--- src/sv/monomial_exponent_unit_top_defines.svh ---
// Assertion macros shared by the monomial exponent unit RTL.
// Depends on nothing; the using module supplies clk_i and rst_ni.
`ifndef MONOMIAL_EXPONENT_UNIT_TOP_DEFINES_SVH
`define MONOMIAL_EXPONENT_UNIT_TOP_DEFINES_SVH

// Same-cycle implication, sampled on the rising clock edge outside reset.
`define MEU_ASSERT_NOW(label, ante, cons) \
  label: assert property (@(posedge clk_i) disable iff (!rst_ni) (ante) |-> (cons)) \
    else $error("monomial exponent unit: check failed");

// Next-cycle implication, sampled on the rising clock edge outside reset.
`define MEU_ASSERT_NEXT(label, ante, cons) \
  label: assert property (@(posedge clk_i) disable iff (!rst_ni) (ante) |=> (cons)) \
    else $error("monomial exponent unit: check failed");

`endif

--- src/sv/meu_pkg.sv ---
// Package for the monomial exponent unit: sizes, codes and word types.
// Depends on nothing; used by every module of the unit.
`default_nettype none

package meu_pkg;

  localparam int NUM_VARS  = 4;
  localparam int EXP_WIDTH = 16;

  localparam int LANES   = 4;
  localparam int FIELD_W = 16;
  localparam int LANE_W  = EXP_WIDTH;
  localparam int DEG_W   = LANE_W + 2;
  localparam int DEGA_W  = 18;

  // Exponent bits that survive the lane width.
  localparam logic [FIELD_W-1:0] IN_MASK =
    (EXP_WIDTH >= FIELD_W) ? '1 : FIELD_W'((32'd1 << EXP_WIDTH) - 32'd1);

  typedef enum logic [1:0] {
    FN_MUL  = 2'd0,
    FN_QUO  = 2'd1,
    FN_DIV  = 2'd2,
    FN_LESS = 2'd3
  } func_e;

  typedef enum logic [1:0] {
    ORD_LEX     = 2'd0,
    ORD_GREVLEX = 2'd1,
    ORD_DEGLEX  = 2'd2
  } order_e;

  typedef enum logic [1:0] {
    STAT_OK   = 2'd0,
    STAT_OVF  = 2'd1,
    STAT_NDIV = 2'd2
  } status_e;

  typedef logic [LANES-1:0][LANE_W-1:0] lane_vec_t;

  typedef struct packed {
    logic [1:0]         func;
    logic [FIELD_W-1:0] exp_a0;
    logic [FIELD_W-1:0] exp_a1;
    logic [FIELD_W-1:0] exp_a2;
    logic [FIELD_W-1:0] exp_a3;
    logic [FIELD_W-1:0] exp_b0;
    logic [FIELD_W-1:0] exp_b1;
    logic [FIELD_W-1:0] exp_b2;
    logic [FIELD_W-1:0] exp_b3;
  } cmd_t;

  typedef struct packed {
    logic [FIELD_W-1:0] res_e0;
    logic [FIELD_W-1:0] res_e1;
    logic [FIELD_W-1:0] res_e2;
    logic [FIELD_W-1:0] res_e3;
    logic               flag;
    logic [1:0]         status;
    logic [DEGA_W-1:0]  degree_a;
  } res_t;

  // Per-lane status from the lane unit.
  typedef struct packed {
    logic [LANE_W-1:0] prod;
    logic              ovf;
    logic [LANE_W-1:0] quot;
    logic              a_gt;
    logic              a_lt;
  } lane_stat_t;

endpackage

`default_nettype wire

--- src/sv/monomial_exponent_unit_top.sv ---
// Top level of the monomial exponent unit: command register, lanes, order
// compare and result register. Depends on meu_pkg, meu_lane, meu_order and the defines header.
`default_nettype none
`include "monomial_exponent_unit_top_defines.svh"

// Monomial exponent unit.
// Command channel: drive a command word on cmd_i and raise start. The word is
// taken at every rising edge with start high and busy low; busy is always low,
// so a new word may follow in every cycle.
// Each command gives one result word on res_o, marked by res_valid_o for
// exactly one cycle. The command register is loaded at the accepting edge,
// and the result register is loaded from it, so res_valid_o is high in
// the cycle after that. Throughput is one word per cycle, set by the
// single pass of lane adders and compares between the two registers.
// Operations: multiply (saturating lane add), quotient (lane subtract or a
// not-divisible status), divides (lane-wise A <= B) and less-than under the
// order held in the mode register. degree_a is always the sum of A's lanes.
// Configuration channel: cfg_data_i is written into the mode register on an
// edge with cfg_valid_i and cfg_ready_o high; cfg_ready_o is always high.
// Write it only while no command is in flight.
// Reset: both valid flags clear and the mode returns to graded reverse lex.
// The receiver cannot stall: each result word is there for one cycle only.
module monomial_exponent_unit_top (
  input  wire logic          clk_i,
  input  wire logic          rst_ni,
  input  wire logic          start,
  output logic               busy,
  input  wire meu_pkg::cmd_t cmd_i,
  output meu_pkg::res_t      res_o,
  output logic               res_valid_o,
  input  wire logic          cfg_valid_i,
  output logic               cfg_ready_o,
  input  wire logic [1:0]    cfg_data_i
);

  logic                 cmd_vld_q;
  meu_pkg::cmd_t        cmd_q;
  logic [1:0]           mode_q;
  logic                 res_vld_q;
  meu_pkg::res_t        res_q;
  meu_pkg::res_t        res_d;

  meu_pkg::lane_vec_t   a_vec;
  meu_pkg::lane_vec_t   b_vec;
  meu_pkg::lane_stat_t [meu_pkg::LANES-1:0] stat;
  logic [meu_pkg::DEG_W-1:0] deg_a;
  logic                 less;
  logic                 any_ovf;
  logic                 any_ndiv;
  logic                 any_agt;

  // Never back-pressure: one word passes per cycle.
  assign busy        = 1'b0;
  assign cfg_ready_o = 1'b1;

  // Command register: load on every accepted word.
  always_ff @(posedge clk_i or negedge rst_ni) begin
    if (!rst_ni) begin
      cmd_vld_q <= 1'b0;
    end else begin
      cmd_vld_q <= start && !busy;
    end
  end

  always_ff @(posedge clk_i) begin
    if (start && !busy) begin
      cmd_q <= cmd_i;
    end
  end

  // Mode register: reset to graded reverse lex.
  always_ff @(posedge clk_i or negedge rst_ni) begin
    if (!rst_ni) begin
      mode_q <= meu_pkg::ORD_GREVLEX;
    end else if (cfg_valid_i && cfg_ready_o) begin
      mode_q <= cfg_data_i;
    end
  end

  // Trim each exponent to the lane width.
  always_comb begin
    a_vec[0] = meu_pkg::LANE_W'(cmd_q.exp_a0 & meu_pkg::IN_MASK);
    a_vec[1] = meu_pkg::LANE_W'(cmd_q.exp_a1 & meu_pkg::IN_MASK);
    a_vec[2] = meu_pkg::LANE_W'(cmd_q.exp_a2 & meu_pkg::IN_MASK);
    a_vec[3] = meu_pkg::LANE_W'(cmd_q.exp_a3 & meu_pkg::IN_MASK);
    b_vec[0] = meu_pkg::LANE_W'(cmd_q.exp_b0 & meu_pkg::IN_MASK);
    b_vec[1] = meu_pkg::LANE_W'(cmd_q.exp_b1 & meu_pkg::IN_MASK);
    b_vec[2] = meu_pkg::LANE_W'(cmd_q.exp_b2 & meu_pkg::IN_MASK);
    b_vec[3] = meu_pkg::LANE_W'(cmd_q.exp_b3 & meu_pkg::IN_MASK);
  end

  // Lanes beyond the variable count read as zero and raise nothing.
  for (genvar i = 0; i < meu_pkg::LANES; i++) begin : g_lane
    if (i < meu_pkg::NUM_VARS) begin : g_used
      meu_lane u_lane (
        .a_i    (a_vec[i]),
        .b_i    (b_vec[i]),
        .stat_o (stat[i])
      );
    end else begin : g_unused
      assign stat[i] = '0;
    end
  end

  meu_order u_order (
    .mode_i  (mode_q),
    .a_i     (a_vec),
    .b_i     (b_vec),
    .stat_i  (stat),
    .deg_a_o (deg_a),
    .less_o  (less)
  );

  always_comb begin
    any_ovf  = 1'b0;
    any_ndiv = 1'b0;
    any_agt  = 1'b0;
    for (int i = 0; i < meu_pkg::LANES; i++) begin
      any_ovf  = any_ovf  | stat[i].ovf;
      any_ndiv = any_ndiv | stat[i].a_lt;
      any_agt  = any_agt  | stat[i].a_gt;
    end
  end

  // Assemble the result word.
  always_comb begin
    res_d          = '0;
    res_d.degree_a = meu_pkg::DEGA_W'(deg_a);
    case (cmd_q.func)
      meu_pkg::FN_MUL: begin
        res_d.res_e0 = meu_pkg::FIELD_W'(stat[0].prod);
        res_d.res_e1 = meu_pkg::FIELD_W'(stat[1].prod);
        res_d.res_e2 = meu_pkg::FIELD_W'(stat[2].prod);
        res_d.res_e3 = meu_pkg::FIELD_W'(stat[3].prod);
        res_d.status = any_ovf ? meu_pkg::STAT_OVF : meu_pkg::STAT_OK;
      end
      meu_pkg::FN_QUO: begin
        if (any_ndiv) begin
          res_d.status = meu_pkg::STAT_NDIV;
        end else begin
          res_d.res_e0 = meu_pkg::FIELD_W'(stat[0].quot);
          res_d.res_e1 = meu_pkg::FIELD_W'(stat[1].quot);
          res_d.res_e2 = meu_pkg::FIELD_W'(stat[2].quot);
          res_d.res_e3 = meu_pkg::FIELD_W'(stat[3].quot);
        end
      end
      meu_pkg::FN_DIV: begin
        res_d.flag = !any_agt;
      end
      default: begin
        res_d.flag = less;
      end
    endcase
  end

  // Result register: the strobe follows the command register's valid flag in the next cycle.
  always_ff @(posedge clk_i or negedge rst_ni) begin
    if (!rst_ni) begin
      res_vld_q <= 1'b0;
    end else begin
      res_vld_q <= cmd_vld_q;
    end
  end

  always_ff @(posedge clk_i) begin
    if (cmd_vld_q) begin
      res_q <= res_d;
    end
  end

  assign res_o       = res_q;
  assign res_valid_o = res_vld_q;

  // A valid word in the command register raises the result strobe from the result register.
  `MEU_ASSERT_NEXT(a_cmd_to_res, cmd_vld_q, res_valid_o)
  // A word taken now is in the command register at the next edge.
  `MEU_ASSERT_NEXT(a_start_loads, start && !busy, cmd_vld_q)
  // A not-divisible quotient carries all-zero exponents and no flag.
  `MEU_ASSERT_NOW(a_ndiv_zero, res_valid_o && res_o.status == meu_pkg::STAT_NDIV,
                  res_o.res_e0 == '0 && res_o.res_e1 == '0 && res_o.res_e2 == '0 &&
                  res_o.res_e3 == '0 && !res_o.flag)
  // An error status never comes with a set flag.
  `MEU_ASSERT_NOW(a_stat_flag, res_valid_o && res_o.status != meu_pkg::STAT_OK,
                  !res_o.flag)
  // A configuration write lands in the mode register.
  `MEU_ASSERT_NEXT(a_cfg_write, cfg_valid_i && cfg_ready_o, mode_q == $past(cfg_data_i))

endmodule

`default_nettype wire

--- src/sv/meu_lane.sv ---
// One exponent lane: saturating add, subtract and magnitude compare.
// Depends on meu_pkg.
`default_nettype none

module meu_lane (
  input  wire logic [meu_pkg::LANE_W-1:0] a_i,
  input  wire logic [meu_pkg::LANE_W-1:0] b_i,
  output meu_pkg::lane_stat_t             stat_o
);

  logic [meu_pkg::LANE_W:0] sum;

  assign sum = {1'b0, a_i} + {1'b0, b_i};

  always_comb begin
    stat_o.ovf  = sum[meu_pkg::LANE_W];
    stat_o.prod = sum[meu_pkg::LANE_W] ? '1 : sum[meu_pkg::LANE_W-1:0];
    stat_o.quot = a_i - b_i;
    stat_o.a_gt = a_i > b_i;
    stat_o.a_lt = a_i < b_i;
  end

endmodule

`default_nettype wire

--- src/sv/meu_order.sv ---
// Degree sums and monomial order compare (lex, grevlex, deglex).
// Depends on meu_pkg; takes lane compares from meu_lane.
`default_nettype none

module meu_order (
  input  wire logic [1:0]                             mode_i,
  input  wire meu_pkg::lane_vec_t                     a_i,
  input  wire meu_pkg::lane_vec_t                     b_i,
  input  wire meu_pkg::lane_stat_t [meu_pkg::LANES-1:0] stat_i,
  output logic [meu_pkg::DEG_W-1:0]                   deg_a_o,
  output logic                                        less_o
);

  logic [meu_pkg::DEG_W-1:0] deg_b;
  logic                      lex_lt;
  logic                      rev_lt;

  always_comb begin
    deg_a_o = '0;
    deg_b   = '0;
    for (int i = 0; i < meu_pkg::NUM_VARS; i++) begin
      deg_a_o = deg_a_o + meu_pkg::DEG_W'(a_i[i]);
      deg_b   = deg_b + meu_pkg::DEG_W'(b_i[i]);
    end
  end

  // Lex: first differing lane decides; revlex: last differing lane, larger is smaller.
  always_comb begin
    lex_lt = 1'b0;
    rev_lt = 1'b0;
    for (int i = meu_pkg::NUM_VARS - 1; i >= 0; i--) begin
      if (stat_i[i].a_gt || stat_i[i].a_lt) begin
        lex_lt = stat_i[i].a_lt;
      end
    end
    for (int i = 0; i < meu_pkg::NUM_VARS; i++) begin
      if (stat_i[i].a_gt || stat_i[i].a_lt) begin
        rev_lt = stat_i[i].a_gt;
      end
    end
  end

  always_comb begin
    case (mode_i)
      meu_pkg::ORD_LEX:    less_o = lex_lt;
      meu_pkg::ORD_DEGLEX: less_o = (deg_a_o != deg_b) ? (deg_a_o < deg_b) : lex_lt;
      default:             less_o = (deg_a_o != deg_b) ? (deg_a_o < deg_b) : rev_lt;
    endcase
  end

endmodule

`default_nettype wire
--- config.mk ---
export PLATFORM = sky130hd
export DESIGN_NAME = monomial_exponent_unit_top
export DESIGN_NICKNAME = d
export VERILOG_FILES = /design/src/sv/meu_pkg.sv /design/src/sv/monomial_exponent_unit_top.sv /design/src/sv/meu_lane.sv /design/src/sv/meu_order.sv
export VERILOG_INCLUDE_DIRS = /design/src /design/src/sv
export SDC_FILE = /design/constraint.sdc
export NUM_CORES = 1
export LEC_CHECK = 0
export BUFFER_PORTS_ARGS = -buffer_cell sky130_fd_sc_hd__buf_2
export CAP_MARGIN = 10
export CORE_MARGIN = 8
export CORE_UTILIZATION = 30
export CTS_CLUSTER_DIAMETER = 30
export DETAILED_ROUTE_END_ITERATION = 8
export GPL_ROUTABILITY_DRIVEN = 0
export PLACE_DENSITY_LB_ADDON = 0.05
export SLEW_MARGIN = 15
export SYNTH_ARGS = -nofsm -noshare
export SYNTH_HDL_FRONTEND = slang
export SYNTH_SLANG_ARGS = --single-unit
--- constraint.sdc ---
create_clock -name clk_i -period 17.55 [get_ports clk_i]
set_clock_uncertainty 0.2 [all_clocks]
set_input_delay 0 -clock clk_i [delete_from_list [all_inputs] [get_ports clk_i]]
set_output_delay 0 -clock clk_i [all_outputs]
set_load 0.02 [all_outputs]
==> flow_summary.ini <==
[timing]
worst_pin_slew_ns = 1.06
timing.final.ws_setup_ns = 10.93
hold_viol_final = 0
timing.final.crit_share = 0.377
slew_headroom = 0.288
slew_violations = 0
final_setup_fails = 0
fmaxAchievable_mhz = 151
post-route-min-period_ns = 6.62
rsz0062_at_grt = false
final.setup.tns_ns = 0

[critical_path]
critical_path.startpoint_type = flip-flop
cpPeakStageDelay_ns = 0.50
worst_ep_required_time_ns = 17.68
critical_path_peak_fanout = 5
timing.critical_path.to_type = flip-flop
crit_slowest_cell = o41ai_1
crit_arrival_ns = 6.74
critical_path_type = reg2reg

[floorplan]
design.die.area_mm2 = 0.0674
dieWidth_um = 260
fp-row-count = 89
die_height_um = 260
placeableCoreArea_mm2 = 0.0589
ioPinCount = 224
initial_core_utilization = 0.302

[placement]
dp_cells = 2757
dpl_worst_slack_ns = 10.88
io_buffer_count = 221
dpl.hpwl_um = 51100
placed_area_mm2 = 0.0197

[routing]
post_detailed_routing_wire_length_um = 65100
drt-initial-drc-count = 775
drcViolationCount = 0
dr_vias_cell = 5.05
postRouteAntennaNets = 0
dr_vias = 15800
detailedRoute.firstPassIterationCount = 5
detail_route.wl_per_cell_um = 20.8

[clock_network]
cts.htree.levels = 2
cts.repair_timing.setup_buffer_count = 0
worstSkewPairLatency_ns = 0.58
clock_sink_count = 219
cts_buffers = 54
cts_tree = built
clock_path_buffers = 3
worst_path_clk_slew_ns = 0.05
clk_root_buffer_cell = clkbuf_16
cts.repair.resized = 0

[global_route]
gr-usage-all-layers = 0.189
grt_use_met3 = 0.0266
global_route.peak_usage_layer = met2
largest_net_degree_at_the_start_of_global_routing = 74
grt_pass1_wl_um = 97700
grtUsageMet2 = 0.334
first_global_vias = 16600
grt_antenna_before_repair = 0
grtUsageMet1 = 0.238
grt_overflow = 0

[power]
fin_total_pwr_mw = 3.05
irDropWorstVdd_mv = 0.0779
power_leakage_nw = 10.6
total_power_density_per_cell_area_mw_per_mm2 = 126

[final_layout]
layout.area.seq_mm2 = 0.00656
final_design_area_no_fill_mm2 = 0.0242
mostFrequentLayoutCell = dlygate4sd3_1
fillCellCount = 5810
post_route_cells_drive_above_1_share = 0.165
multiInputGateArea_mm2 = 0.0101
final_net_count = 2699
layout_common_cells = dlygate4sd3_1 (269), inv_1 (235), buf_2 (220)
finalNonFillerCells = 3128
area_growth_syn_to_layout_pct = 35.7

[min_path]
timing.hold.worst.class = in2reg

[flow_run]
drv.max_cap_violation_count = 0

[yosys]
yosys_warnings = 0
post_synth.cell_area_avg_um2 = 9.78
syn-instance-count = 1820
ys_async_sr_fraction = 0.0183
postSynthNetCount = 2210
synth-edff-count = 215
ys_dominant_reg_cell = edfxtp_1
seq_area_frac_synth = 0.368
yosys.cell_types.count = 89
ys_ff_latch = 219
netlist_area_mm2 = 0.0178

[run_status]
status = finished, final reports clean
[metrics by stage]
stage	util	hold WS, ns
after floorplan	-	-0.496
after global placement	0.334	-0.387
after detailed placement	0.334	-0.383
after CTS	0.410	0.00538
after global routing	0.410	0.0267
final	0.410	0.0429
[flip-flops by register name (all words and copies together) (netlist names)]
signal / count
a_vec: 64
b_vec: 64
cmd_q: 2
cmd_vld_q: 1
mode_q: 2
res_o: 85
res_valid_o: 1
[report_power, final]
part	switching [mW]	total (mW)	internal, mW
combinational	0.818	1.36	0.537
sequential	0.0518	0.732	0.680
clock	0.324	0.962	0.639
total	1.19	3.05	1.86
[routing by layer]
metal  share of wire  routed length [um]
met1            0.44               28800
met2            0.49               32000
met3           0.039                2550
met4           0.026                1700
met5               0                   0
[layout make-up]
class                      instances  area share
clock buffer                      58      0.0566
timing repair buffer             501       0.161
sequential                       219       0.272
clock inverter                    43      0.0176
inverter                         236      0.0367
multi-input combinational       1297       0.417
tap                              773      0.0400
antenna                            1    0.000104
[worst paths after layout]
check / endpoint / start / cells past startpoint / slack, ns
min in group asynchronous: cmd_vld_q$_DFF_PN0_ / rst_ni / 3 / 0.13
worst max register to register: res_o[20]$_DFFE_PP_ / b_vec[0]$_DFFE_PP_ / 26 / 10.93
worst min-delay path: mode_q[1]$_DFFE_PN0P_ / cfg_valid_i / 3 / 0.04
worst max-delay path: res_o[20]$_DFFE_PP_ / b_vec[0]$_DFFE_PP_ / 26 / 10.93
worst min register to register: res_o[37]$_DFFE_PP_ / b_vec[32]$_DFFE_PP_ / 2 / 0.59
max in group asynchronous: mode_q[0]$_DFFE_PN1P_ / rst_ni / 3 / 16.77
[logic make-up after synthesis]
logic type      count (synthesis)  share of synthesized area
simple gates                  425                      0.118
fa+ha+maj                     254                      0.197
other cells                     2                   0.000422
xor+xnor                       52                     0.0256
compound gates                559                      0.220
mux                             5                    0.00295
flops                         219                      0.368
buf+inv                       304                     0.0677
[what timing repair did]
item	in CTS	in global routing
hold endpoints to repair	208	0
hold buffers	269	0
endpoints found under the setup margin	0	0
[synth_stat cells, types with 31 or more instances]
| library cell | instances | area, um2 |
|---|---|---|
| ha_1 | 210 | 2630 |
| nor2_1 | 126 | 473 |
| a21oi_1 | 137 | 686 |
| inv_1 | 235 | 882 |
| clkbuf_1 | 40 | 150 |
| fa_1 | 44 | 881 |
| edfxtp_1 | 215 | 6460 |
| nor3_1 | 48 | 240 |
| nand3_1 | 33 | 165 |
| a21o_1 | 51 | 383 |
| o21ai_1 | 31 | 155 |
| nand2_1 | 75 | 282 |
| o21ai_0 | 75 | 375 |
[critical path: cells and delay by family (launching register included)]
kind	cells	cell delay, ns
AO/OA/AOI/OAI	12	2.91
XOR/XNOR	2	0.42
adder cells (fa/ha/maj)	5	1.50
buffers and inverters	2	0.14
flip-flops	1	0.43
AND/OR/NAND/NOR	5	0.78
(Power assumes the default switching activity.)
